### src/modified_utf7_to_utf8_decoder_core_assert.svh
// Assertion helpers used by the queue module ut7_fifo.
// Each helper samples on clk and is disabled while rst_n is low.
`ifndef MODIFIED_UTF7_TO_UTF8_DECODER_CORE_ASSERT_SVH
`define MODIFIED_UTF7_TO_UTF8_DECODER_CORE_ASSERT_SVH

// Property must hold at every rising clock edge out of reset.
`define UT7_ASSERT(label, prop, msg) \
    label: assert property (@(posedge clk) disable iff (!rst_n) prop) else $error(msg);

// Condition must never be seen at a rising clock edge out of reset.
`define UT7_ASSERT_NEVER(label, cond, msg) \
    label: assert property (@(posedge clk) disable iff (!rst_n) !(cond)) else $error(msg);

`endif

### src/ut7_pkg.sv
`timescale 1ns / 1ps

package ut7_pkg;

    // Special bytes of the mailbox name syntax
    localparam logic [7:0] CHAR_AMP  = 8'h26;
    localparam logic [7:0] CHAR_DASH = 8'h2D;

    // UTF-16 surrogate prefixes (top six bits of a unit)
    localparam logic [5:0] HIGH_SURR_TAG = 6'b110110;
    localparam logic [5:0] LOW_SURR_TAG  = 6'b110111;
    localparam logic [20:0] SUPP_BASE    = 21'h10000;

    // Code point limits for UTF-8 length
    localparam logic [20:0] MAX_1BYTE = 21'h00007F;
    localparam logic [20:0] MAX_2BYTE = 21'h0007FF;
    localparam logic [20:0] MAX_3BYTE = 21'h00FFFF;

    // One queued code point and the index of its final byte
    typedef struct packed {
        logic [20:0] cp;
        logic [1:0]  last_idx;
    } ut7_entry_t;

    // Write side of the queue
    typedef struct packed {
        logic       valid;
        ut7_entry_t entry;
    } ut7_push_t;

    // Head of the queue as seen by the back end
    typedef struct packed {
        logic       valid;
        ut7_entry_t entry;
    } ut7_head_t;

endpackage

### src/ut7_fifo.sv
`timescale 1ns / 1ps
`include "modified_utf7_to_utf8_decoder_core_assert.svh"

module ut7_fifo #(
    parameter int DEPTH = 4
) (
    input  logic              clk,
    input  logic              rst_n,
    input  ut7_pkg::ut7_push_t push,
    output logic              full,
    output ut7_pkg::ut7_head_t head,
    input  logic              pop
);

    localparam int PTR_W = (DEPTH > 1) ? $clog2(DEPTH) : 1;
    localparam int CNT_W = $clog2(DEPTH + 1);
    localparam logic [CNT_W-1:0] FULL_CNT = CNT_W'(DEPTH);
    localparam logic [PTR_W-1:0] LAST_PTR = PTR_W'(DEPTH - 1);

    ut7_pkg::ut7_entry_t mem [DEPTH];

    logic [PTR_W-1:0] wptr_reg, wptr_next;
    logic [PTR_W-1:0] rptr_reg, rptr_next;
    logic [CNT_W-1:0] count_reg, count_next;

    assign full       = (count_reg == FULL_CNT);
    assign head.valid = (count_reg != '0);
    assign head.entry = mem[rptr_reg];

    // Advance pointers and occupancy
    always_comb
    begin
        wptr_next  = wptr_reg;
        rptr_next  = rptr_reg;
        count_next = count_reg;
        if (push.valid)
        begin
            wptr_next = (wptr_reg == LAST_PTR) ? '0 : wptr_reg + PTR_W'(1);
        end
        if (pop)
        begin
            rptr_next = (rptr_reg == LAST_PTR) ? '0 : rptr_reg + PTR_W'(1);
        end
        if (push.valid && !pop)
        begin
            count_next = count_reg + CNT_W'(1);
        end
        else if (pop && !push.valid)
        begin
            count_next = count_reg - CNT_W'(1);
        end
    end

    always_ff @(posedge clk or negedge rst_n)
    begin
        if (!rst_n)
        begin
            wptr_reg  <= '0;
            rptr_reg  <= '0;
            count_reg <= '0;
        end
        else
        begin
            wptr_reg  <= wptr_next;
            rptr_reg  <= rptr_next;
            count_reg <= count_next;
        end
    end

    // Store written entries
    always_ff @(posedge clk)
    begin
        if (push.valid)
        begin
            mem[wptr_reg] <= push.entry;
        end
    end

    `UT7_ASSERT_NEVER(a_no_overflow, push.valid && full, "queue written while full")
    `UT7_ASSERT_NEVER(a_no_underflow, pop && !head.valid, "queue read while empty")
    `UT7_ASSERT(a_count_up,
        (push.valid && !pop) |=> (count_reg == $past(count_reg) + CNT_W'(1)),
        "queue count did not rise on write")

endmodule

### src/ut7_front.sv
`timescale 1ns / 1ps

module ut7_front (
    input  logic              clk,
    input  logic              rst_n,
    input  logic              s_tvalid,
    output logic              s_tready,
    input  logic [7:0]        in_byte,
    input  logic              end_of_string,
    input  logic              full,
    output ut7_pkg::ut7_push_t push
);

    typedef enum logic [1:0] {
        MODE_LIT = 2'd0,
        MODE_AMP = 2'd1,
        MODE_RUN = 2'd2
    } mode_t;

    mode_t       mode_reg, mode_next;
    logic [13:0] buf_reg, buf_next;
    logic [3:0]  cnt_reg, cnt_next;
    logic [9:0]  hh_reg, hh_next;
    logic        hp_reg, hp_next;

    logic        accept;
    logic        sym_ok;
    logic [5:0]  sym;
    logic        run_active;
    logic        clear;
    logic        lit;
    logic        emit;
    logic [20:0] cp;
    logic        raw;
    logic [13:0] buf_src;
    logic [3:0]  cnt_src;
    logic [9:0]  hh_src;
    logic        hp_src;
    logic [19:0] buf_cat;
    logic [4:0]  cnt_sum;
    logic [2:0]  cnt_left;
    logic [19:0] unit_wide;
    logic [15:0] unit;
    logic [19:0] keep_mask;

    assign s_tready = !full;
    assign accept   = s_tvalid && s_tready;

    // Map a base64 symbol (comma alphabet) to its value
    always_comb
    begin
        sym_ok = 1'b1;
        sym    = '0;
        if (in_byte >= 8'h41 && in_byte <= 8'h5A)
        begin
            sym = 6'(in_byte - 8'h41);
        end
        else if (in_byte >= 8'h61 && in_byte <= 8'h7A)
        begin
            sym = 6'(in_byte - 8'h61 + 8'd26);
        end
        else if (in_byte >= 8'h30 && in_byte <= 8'h39)
        begin
            sym = 6'(in_byte - 8'h30 + 8'd52);
        end
        else if (in_byte == 8'h2B)
        begin
            sym = 6'd62;
        end
        else if (in_byte == 8'h2C)
        begin
            sym = 6'd63;
        end
        else
        begin
            sym_ok = 1'b0;
        end
    end

    // Classify the byte and update decode state
    always_comb
    begin
        mode_next  = mode_reg;
        buf_next   = buf_reg;
        cnt_next   = cnt_reg;
        hh_next    = hh_reg;
        hp_next    = hp_reg;
        emit       = 1'b0;
        raw        = 1'b0;
        cp         = '0;
        run_active = 1'b0;
        clear      = 1'b0;
        lit        = 1'b0;

        case (mode_reg)
            MODE_AMP:
            begin
                if (in_byte == ut7_pkg::CHAR_DASH)
                begin
                    emit      = 1'b1;
                    raw       = 1'b1;
                    cp        = {13'd0, ut7_pkg::CHAR_AMP};
                    mode_next = MODE_LIT;
                end
                else
                begin
                    run_active = 1'b1;
                    clear      = 1'b1;
                end
            end
            MODE_RUN: run_active = 1'b1;
            default:  lit = 1'b1;
        endcase

        buf_src   = clear ? '0 : buf_reg;
        cnt_src   = clear ? '0 : cnt_reg;
        hh_src    = clear ? '0 : hh_reg;
        hp_src    = clear ? 1'b0 : hp_reg;
        buf_cat   = {buf_src, sym};
        cnt_sum   = {1'b0, cnt_src} + 5'd6;
        cnt_left  = 3'(cnt_sum - 5'd16);
        unit_wide = buf_cat >> cnt_left;
        unit      = unit_wide[15:0];
        keep_mask = ~(20'hFFFFF << cnt_left);

        if (run_active)
        begin
            if (sym_ok)
            begin
                mode_next = MODE_RUN;
                hh_next   = hh_src;
                hp_next   = hp_src;
                if (cnt_sum < 5'd16)
                begin
                    buf_next = buf_cat[13:0];
                    cnt_next = cnt_sum[3:0];
                end
                else
                begin
                    buf_next = 14'(buf_cat & keep_mask);
                    cnt_next = {1'b0, cnt_left};
                    if (unit[15:10] == ut7_pkg::HIGH_SURR_TAG)
                    begin
                        hh_next = unit[9:0];
                        hp_next = 1'b1;
                    end
                    else
                    begin
                        emit = 1'b1;
                        if (unit[15:10] == ut7_pkg::LOW_SURR_TAG && hp_src)
                        begin
                            cp = ut7_pkg::SUPP_BASE + {1'b0, hh_src, 10'd0}
                                 + {11'd0, unit[9:0]};
                        end
                        else
                        begin
                            cp = {5'd0, unit};
                        end
                        hh_next = '0;
                        hp_next = 1'b0;
                    end
                end
            end
            else
            begin
                // Close the run; a dash is dropped, anything else is literal
                mode_next = MODE_LIT;
                buf_next  = '0;
                cnt_next  = '0;
                hh_next   = '0;
                hp_next   = 1'b0;
                lit       = (in_byte != ut7_pkg::CHAR_DASH);
            end
        end

        if (lit)
        begin
            if (in_byte == ut7_pkg::CHAR_AMP)
            begin
                mode_next = MODE_AMP;
            end
            else
            begin
                emit = 1'b1;
                raw  = 1'b1;
                cp   = {13'd0, in_byte};
            end
        end

        // End of name returns everything to reset
        if (end_of_string)
        begin
            mode_next = MODE_LIT;
            buf_next  = '0;
            cnt_next  = '0;
            hh_next   = '0;
            hp_next   = 1'b0;
        end
    end

    // Queue the code point with its UTF-8 length
    always_comb
    begin
        push.valid     = accept && emit;
        push.entry.cp  = cp;
        if (raw || cp <= ut7_pkg::MAX_1BYTE)
        begin
            push.entry.last_idx = 2'd0;
        end
        else if (cp <= ut7_pkg::MAX_2BYTE)
        begin
            push.entry.last_idx = 2'd1;
        end
        else if (cp <= ut7_pkg::MAX_3BYTE)
        begin
            push.entry.last_idx = 2'd2;
        end
        else
        begin
            push.entry.last_idx = 2'd3;
        end
    end

    always_ff @(posedge clk or negedge rst_n)
    begin
        if (!rst_n)
        begin
            mode_reg <= MODE_LIT;
            buf_reg  <= '0;
            cnt_reg  <= '0;
            hh_reg   <= '0;
            hp_reg   <= 1'b0;
        end
        else if (accept)
        begin
            mode_reg <= mode_next;
            buf_reg  <= buf_next;
            cnt_reg  <= cnt_next;
            hh_reg   <= hh_next;
            hp_reg   <= hp_next;
        end
    end

endmodule

### src/ut7_back.sv
`timescale 1ns / 1ps

module ut7_back (
    input  logic              clk,
    input  logic              rst_n,
    input  ut7_pkg::ut7_head_t head,
    output logic              pop,
    output logic              m_tvalid,
    input  logic              m_tready,
    output logic [7:0]        m_tdata,
    output logic              m_tlast
);

    ut7_pkg::ut7_entry_t entry_reg;
    logic                valid_reg;
    logic [1:0]          idx_reg;
    logic                done_byte;
    logic                load;

    assign m_tvalid  = valid_reg;
    assign m_tlast   = (idx_reg == entry_reg.last_idx);
    assign done_byte = valid_reg && m_tready;
    assign load      = !valid_reg || (done_byte && m_tlast);
    assign pop       = load && head.valid;

    // Pick the UTF-8 byte at the current index
    always_comb
    begin
        m_tdata = entry_reg.cp[7:0];
        case (entry_reg.last_idx)
            2'd1:
            begin
                if (idx_reg == 2'd0) m_tdata = {3'b110, entry_reg.cp[10:6]};
                else                 m_tdata = {2'b10, entry_reg.cp[5:0]};
            end
            2'd2:
            begin
                case (idx_reg)
                    2'd0:    m_tdata = {4'b1110, entry_reg.cp[15:12]};
                    2'd1:    m_tdata = {2'b10, entry_reg.cp[11:6]};
                    default: m_tdata = {2'b10, entry_reg.cp[5:0]};
                endcase
            end
            2'd3:
            begin
                case (idx_reg)
                    2'd0:    m_tdata = {5'b11110, entry_reg.cp[20:18]};
                    2'd1:    m_tdata = {2'b10, entry_reg.cp[17:12]};
                    2'd2:    m_tdata = {2'b10, entry_reg.cp[11:6]};
                    default: m_tdata = {2'b10, entry_reg.cp[5:0]};
                endcase
            end
            default: m_tdata = entry_reg.cp[7:0];
        endcase
    end

    // Load the next code point or advance through its bytes
    always_ff @(posedge clk or negedge rst_n)
    begin
        if (!rst_n)
        begin
            valid_reg <= 1'b0;
            idx_reg   <= '0;
        end
        else if (load)
        begin
            valid_reg <= head.valid;
            idx_reg   <= '0;
        end
        else if (done_byte)
        begin
            idx_reg <= idx_reg + 2'd1;
        end
    end

    always_ff @(posedge clk)
    begin
        if (pop)
        begin
            entry_reg <= head.entry;
        end
    end

endmodule

### src/modified_utf7_to_utf8_decoder_core.sv
// An accepted item is written to the code point queue, then loaded into the output register before its first byte.
// Throughput: one input item per cycle while the code point queue has room;
// the output gives one byte per cycle while m_tready is high, and a multi-byte item holds it until its last byte.
// Queue depth is FIFO_DEPTH code points; a full queue holds off s_tready.
// Reset (rst_n low, asynchronous) returns to literal mode and empties queue and output.
`timescale 1ns / 1ps

module modified_utf7_to_utf8_decoder_core #(
    parameter int FIFO_DEPTH = 4
) (
    input  logic       clk,
    input  logic       rst_n,
    input  logic       s_tvalid,
    output logic       s_tready,
    input  logic [7:0] s_tdata,   // [7:0] in_byte
    input  logic       s_tlast,   // end_of_string
    output logic       m_tvalid,
    input  logic       m_tready,
    output logic [7:0] m_tdata,   // [7:0] out_byte
    output logic       m_tlast    // last
);

    ut7_pkg::ut7_push_t push;
    ut7_pkg::ut7_head_t head;
    logic               full;
    logic               pop;

    // Classify bytes and form code points
    ut7_front u_front (
        .clk           (clk),
        .rst_n         (rst_n),
        .s_tvalid      (s_tvalid),
        .s_tready      (s_tready),
        .in_byte       (s_tdata),
        .end_of_string (s_tlast),
        .full          (full),
        .push          (push)
    );

    // Hold code points between the two sides
    ut7_fifo #(
        .DEPTH (FIFO_DEPTH)
    ) u_fifo (
        .clk   (clk),
        .rst_n (rst_n),
        .push  (push),
        .full  (full),
        .head  (head),
        .pop   (pop)
    );

    // Serialize code points into UTF-8 bytes
    ut7_back u_back (
        .clk      (clk),
        .rst_n    (rst_n),
        .head     (head),
        .pop      (pop),
        .m_tvalid (m_tvalid),
        .m_tready (m_tready),
        .m_tdata  (m_tdata),
        .m_tlast  (m_tlast)
    );

endmodule

### config.mk
export PLATFORM = sky130hd
export DESIGN_NAME = modified_utf7_to_utf8_decoder_core
export DESIGN_NICKNAME = d
export VERILOG_FILES = /design/src/ut7_pkg.sv /design/src/ut7_fifo.sv /design/src/ut7_front.sv /design/src/ut7_back.sv /design/src/modified_utf7_to_utf8_decoder_core.sv
export VERILOG_INCLUDE_DIRS = /design/src /design/src/src
export SDC_FILE = /design/constraint.sdc
export NUM_CORES = 1
export LEC_CHECK = 0
export BUFFER_PORTS_ARGS = -buffer_cell sky130_fd_sc_hd__buf_2
export CAP_MARGIN = 20
export CORE_MARGIN = 3
export CORE_UTILIZATION = 40
export CTS_CLUSTER_DIAMETER = 60
export DETAILED_ROUTE_END_ITERATION = 10
export PLACE_DENSITY = 0.63
export SYNTH_ARGS = -nofsm -noshare
export SYNTH_HDL_FRONTEND = slang
export SYNTH_HIERARCHICAL = 1
export SYNTH_SLANG_ARGS = --single-unit
### constraint.sdc
create_clock -name clk -period 4.68 [get_ports clk]
set_input_delay 0.468 -clock clk [delete_from_list [all_inputs] [get_ports clk]]
set_output_delay 0.468 -clock clk [all_outputs]
set_load 0.05 [all_outputs]
# Word-level counts from Yosys, hierarchy flattened
# Memory sizes are Yosys's and may differ from the RTL's. A register that Yosys moved wholly into a read port is not among the register bits.
# Index checks and enable logic that the tools add are counted.
[classes] shifts=2 n_reduce_logical=24 addsub=14 n_mux=79 n_eq_ne=18 n_bitwise=2 order_cmp=10
[ops] op="$mux W21" n=8
[ops] op="$mux W14" n=5
[ops] op="$mux W10" n=6
[ops] op="$mux W6" n=6
[ops] op="$eq A8 B6 Y1 const B" n=4
[ops] op="$mux W1" n=29
[ops] op="$mux W2" n=13
[ops] op="$pmux W8 S3" n=1
[ops] op="$add A17 B20 Y21 const A" n=1
[ops] op="$add A21 B10 Y21" n=1
[ops] op="$le A21 B11 Y1 const B" n=1
[ops] op="$le A21 B16 Y1 const B" n=1
[ops] op="$le A21 B7 Y1 const B" n=1
[ops] op="$pmux W7 S3" n=1
[ops] op="$mux W4" n=5
[ops] op="$shl A20 B3 Y14 const A" n=1
[ops] op="$shr A20 B3 Y16" n=1
[ops] op="$ge A8 B7 Y1 const B" n=2
[ops] op="$le A8 B7 Y1 const B" n=2
[ops] op="$and A14 B14 Y14" n=1
[ops] op="$not A14 Y14" n=1
[ops] op="$pmux W7 S2" n=1
[ops] op="$eq A2 B2 Y1 const B" n=6
[ops] op="$eq A6 B6 Y1 const B" n=2
[ops] op="other kinds (26)" n=49
[totals] ram_bits=92 out_inout_bits=11 word_cells=160 ff_bits=41 n_memories=1
[memory_table] memory="u_fifo.mem" depth=4 word_bits=23 rd=1 rd_ports_with_merged_regs=1 wr=1 line="ut7_fifo.sv:20" text="ut7_pkg::ut7_entry_t mem [DEPTH];"

# Longest topological paths before layout
[logic_depth] ltp_word=20 depth_mapped=22 ltp_nobuf=20

# Modules after synthesis
# The synthesis kept the hierarchy.
[by_module_without_submodules] module="ut7_fifo" area_per_inst_um2=3778.6 cells_per_inst=158 instances=1 seq_area_each_um2=2937.8
[by_module_without_submodules] module="ut7_front" area_per_inst_um2=3475.8 cells_per_inst=432 instances=1 seq_area_each_um2=775.7
[by_module_without_submodules] module="ut7_back" area_per_inst_um2=1408.9 cells_per_inst=117 instances=1 seq_area_each_um2=765.7

# Least setup slack after synthesis
# Ideal clock, no wire load.
[synth_timing] kind="input port to flip-flop" start="input port s_tdata[1]" end="register u_fifo.count_reg[2]" required_ns=4.601 t_arrival_ns=4.459 path_buffers=3 cell_stages=21 slack_ns=0.142 path_cell_list="inv_1 -> ha_1 -> and4bb_4 -> a21bo_2 -> buf_4 -> clkbuf_1 -> nand2_1 -> ha_1 -> clkbuf_1 -> o32ai_1 -> o21ai_0 -> nor4_2 -> nor3_2 -> nor2_1 -> nor2_1 -> ha_1 -> inv_1 -> fa_1 -> xor2_1 -> nor2_1 -> xor2_1"
[synth_rtl] item="start, declared" line="modified_utf7_to_utf8_decoder_core.sv:15" text="input logic [7:0] s_tdata,"
[synth_rtl] item="end signal, assigned" line="ut7_fifo.sv:66" text="count_reg <= count_next;"
[synth_rtl] item="end, declared" line="ut7_fifo.sv:24" text="logic [CNT_W-1:0] count_reg, count_next;"

==> impl_results.md <==
- Outcome: completed
- Final setup viols: 0
- Worst relative slew slack: 45.39%
- I/O Buffers: 23
- Synth top area share: 39.86%
- Min Tclk post-route: 4.000 ns
- Drt drc: 0
- Initial antenna violation count: 0
- Die Area: 0.02346 mm2
- Async SR Flop Fraction: 26.28%
- Synth Area per Inst: 12.25 um2
- Peak VDD IR: 0.0002393 V
- Syn Inst Count: 707
- Leak: 3.494 nW
- Synth warn: 6
- #FFs+latches synth: 156
- WP data arrival: 4.30 ns
- Initial DRT Pass Iterations: 5
- Area Growth Syn to Fin: 11.97%
- Layout cells sized above 1: 18.05%
- Top_reg_cell synth: edfxtp_1
- Pin count of the biggest net entering global routing: 42
- Area leader, netlist: edfxtp_1
- Routability Congestion: 0.9305
- Final worst-path cycle share: 85.48%
- Syn Nets: 747
- Overflow after GRT: 0
- TritonCTS Buffers: 17
- Crit start category: input port
- Drt via density: 5.913
- Row count: 53
- Die width: 153.2 um
- CP required: 4.98 ns
- Final nets: 775
- DRC violation total after the first TritonRoute iteration: 422
- Clock-pin slew on the worst setup and hold paths: 0.07 ns
- Synth unique cells: 91
- Initial core utilization: 40.95%
- Hold Violations, Final: 0
- Setup ws final: 0.6798 ns
- TritonCTS Sinks: 156
- Design Area, Final: 0.009701 mm2
- I/O Pins: 24
- Worst-path fanout max: 18
- Clock root buffer: clkbuf_16
- Worst-Margin Slew: 0.8191 ns
- Max FFs per register: 92
- Type of the tightest min-delay check: input port to register
- Clock latency on the worst-skew pair: 0.43 ns
- Crit end category: register
- Place WS: 0.2891 ns
- RSZ-0062 raised after global routing: no
- Area contributors post-synth: edfxtp_1 40%, dfrtp_1 12%, mux4_2 6.2%
- Antenna viol nets, final: 0
- Hpwl dp: 14.20 mm
- Clk buf depth: 2
- Tot GR Track Use: 17.26%
- Ant. Diodes: 0
- First-pass GRT wire length: 32.56 mm
- DRT Wirelength: 20.14 mm
- WL per Instance: 19.68 um
- Setup_tns: 0 ns
- Power Density: 506.5 mW/mm2
- CTS tree: built
- Chip Height: 153.2 um
- CORE AREA: 0.02115 mm2
- Commonest cells post-synth: 115 x edfxtp_1, 57 x nand2_1, 45 x nor2_1
- Total number of vias: 6,049
- Final Skew: 0.01557 ns
- Max Cap Viol: 0
- Placed inst area: 0.009029 mm2
- Post-synth EDFFs: 115
- Count leader, synth: edfxtp_1
- CTS H-Tree Depth: 4
- Vias in the first global route: 5,937
- Max Slew Vio Count: 0
- Fmax: 250.0 MHz
- Synthesized cell area: 0.008663 mm2
- Seq/Total Area, Yosys: 51.70%
- Critical path type: input port to register
-- routing by layer --
layer	routed length, um	vias to the layer above	global-route usage (%)
met4	429	0	5.303
met2	9765	213	27.53
met1	8914	3004	24.23
met5	0	-	0
li1	-	2790	-
met3	1026	42	3.058
-- worst max-delay path, stage by stage --
cell and delay [ns]:
buf_2 0.21, ha_1 0.30, and4bb_4 0.29, a21boi_4 0.06, nor2_1 0.15, inv_1 0.11
ha_1 0.34, buf_4 0.22, and2_1 0.17, nand2_1 0.06, o2111a_1 0.23, nor4_2 0.36
nor3_2 0.10, nor2_1 0.15, nor2_1 0.08, ha_1 0.24, inv_1 0.07, fa_1 0.39
mux2_2 0.27
-- per-stage QoR --
stage / total power, mW / utilization, % / instances / hold WS (ns)
floorplan: 3.220 / - / 707 / 0.1724
global placement: 3.466 / 42.68 / 988 / 0.4705
detailed placement: 3.523 / 42.68 / 988 / 0.4930
CTS: 4.943 / 45.58 / 1020 / 0.2321
global route: 5.172 / 45.86 / 1023 / 0.3541
finish: 4.914 / 45.86 / 1023 / 0.3400
-- cell families (layout without fill, tap and decap cells) --
| logic type | after synthesis | after routing | share of synthesized area, % |
|---|---|---|---|
| adder cells (fa/ha/maj) | 27 | 27 | 3.986 |
| flip-flops | 156 | 156 | 51.70 |
| AND/OR/NAND/NOR | 201 | 201 | 11.55 |
| AO/OA/AOI/OAI | 186 | 186 | 16.31 |
| buffers and inverters | 72 | 113 | 4.535 |
| XOR/XNOR | 10 | 10 | 1.011 |
| multiplexers | 55 | 55 | 10.90 |
-- power breakdown --
part / total, mW / leakage, nW / switching (mW) / internal (mW)
clock network: 1.41 / 0.298 / 0.634 / 0.773
registers: 2.01 / 1.59 / 0.166 / 1.85
logic: 1.49 / 1.60 / 0.885 / 0.607
total: 4.91 / 3.49 / 1.68 / 3.23
-- repair_timing --
item | CTS | global route
endpoints found under the hold margin | 0 | 13
buffers inserted | 0 | 0
gates resized for setup | 0 | 0
hold buffers | 0 | 1
-- path summary, 6_finish.rpt --
path | to | cells past startpoint | slack, ns | from
setup / recovery | u_fifo/count_reg[1]$_DFFE_PN0P_ | 19 | 0.68 | s_tdata[3]
hold / removal | u_back/idx_reg[1]$_DFFE_PN0P_ | 3 | 0.34 | m_tready
setup reg to reg | u_fifo/count_reg[1]$_DFFE_PN0P_ | 18 | 0.71 | u_front/mode_reg[1]$_DFFE_PN0P_
hold reg to reg | u_fifo/count_reg[2]$_DFFE_PN0P_ | 1 | 0.49 | u_fifo/count_reg[2]$_DFFE_PN0P_
max in group asynchronous | u_fifo/count_reg[0]$_DFFE_PN0P_ | 3 | 3.73 | rst_n
min in group asynchronous | u_front/buf_reg[6]$_DFFE_PN0P_ | 2 | 0.47 | rst_n
-- final cells by class --
type | count | area [um2]
clock buffer | 17 | 425.4
inverter | 31 | 116.4
timing repair buffer | 50 | 352.8
clock inverter | 15 | 188.9
multi-input combinational | 479 | 3794
sequential | 156 | 4479
fill | 1892 | 11450
tap | 275 | 344.1
-- layout by cell type, fill, tap and decap left out, drive strengths merged, types with 6 or more instances in the layout --
master	instances
o211ai	8
o21a	7
nor3	9
mux2i	19
buf	49
a21boi	8
inv	40
dfrtp	41
mux2	7
nand3	28
ha	26
nor2	46
a221oi	7
o21ai	34
a31oi	8
and2	13
a22o	18
nor2b	8
a22oi	10
nand2	58
clkbuf	17
nand2b	7
mux4	29
a21o	9
edfxtp	115
a21oi	24
nand4	6
(Power assumes the default switching activity.)
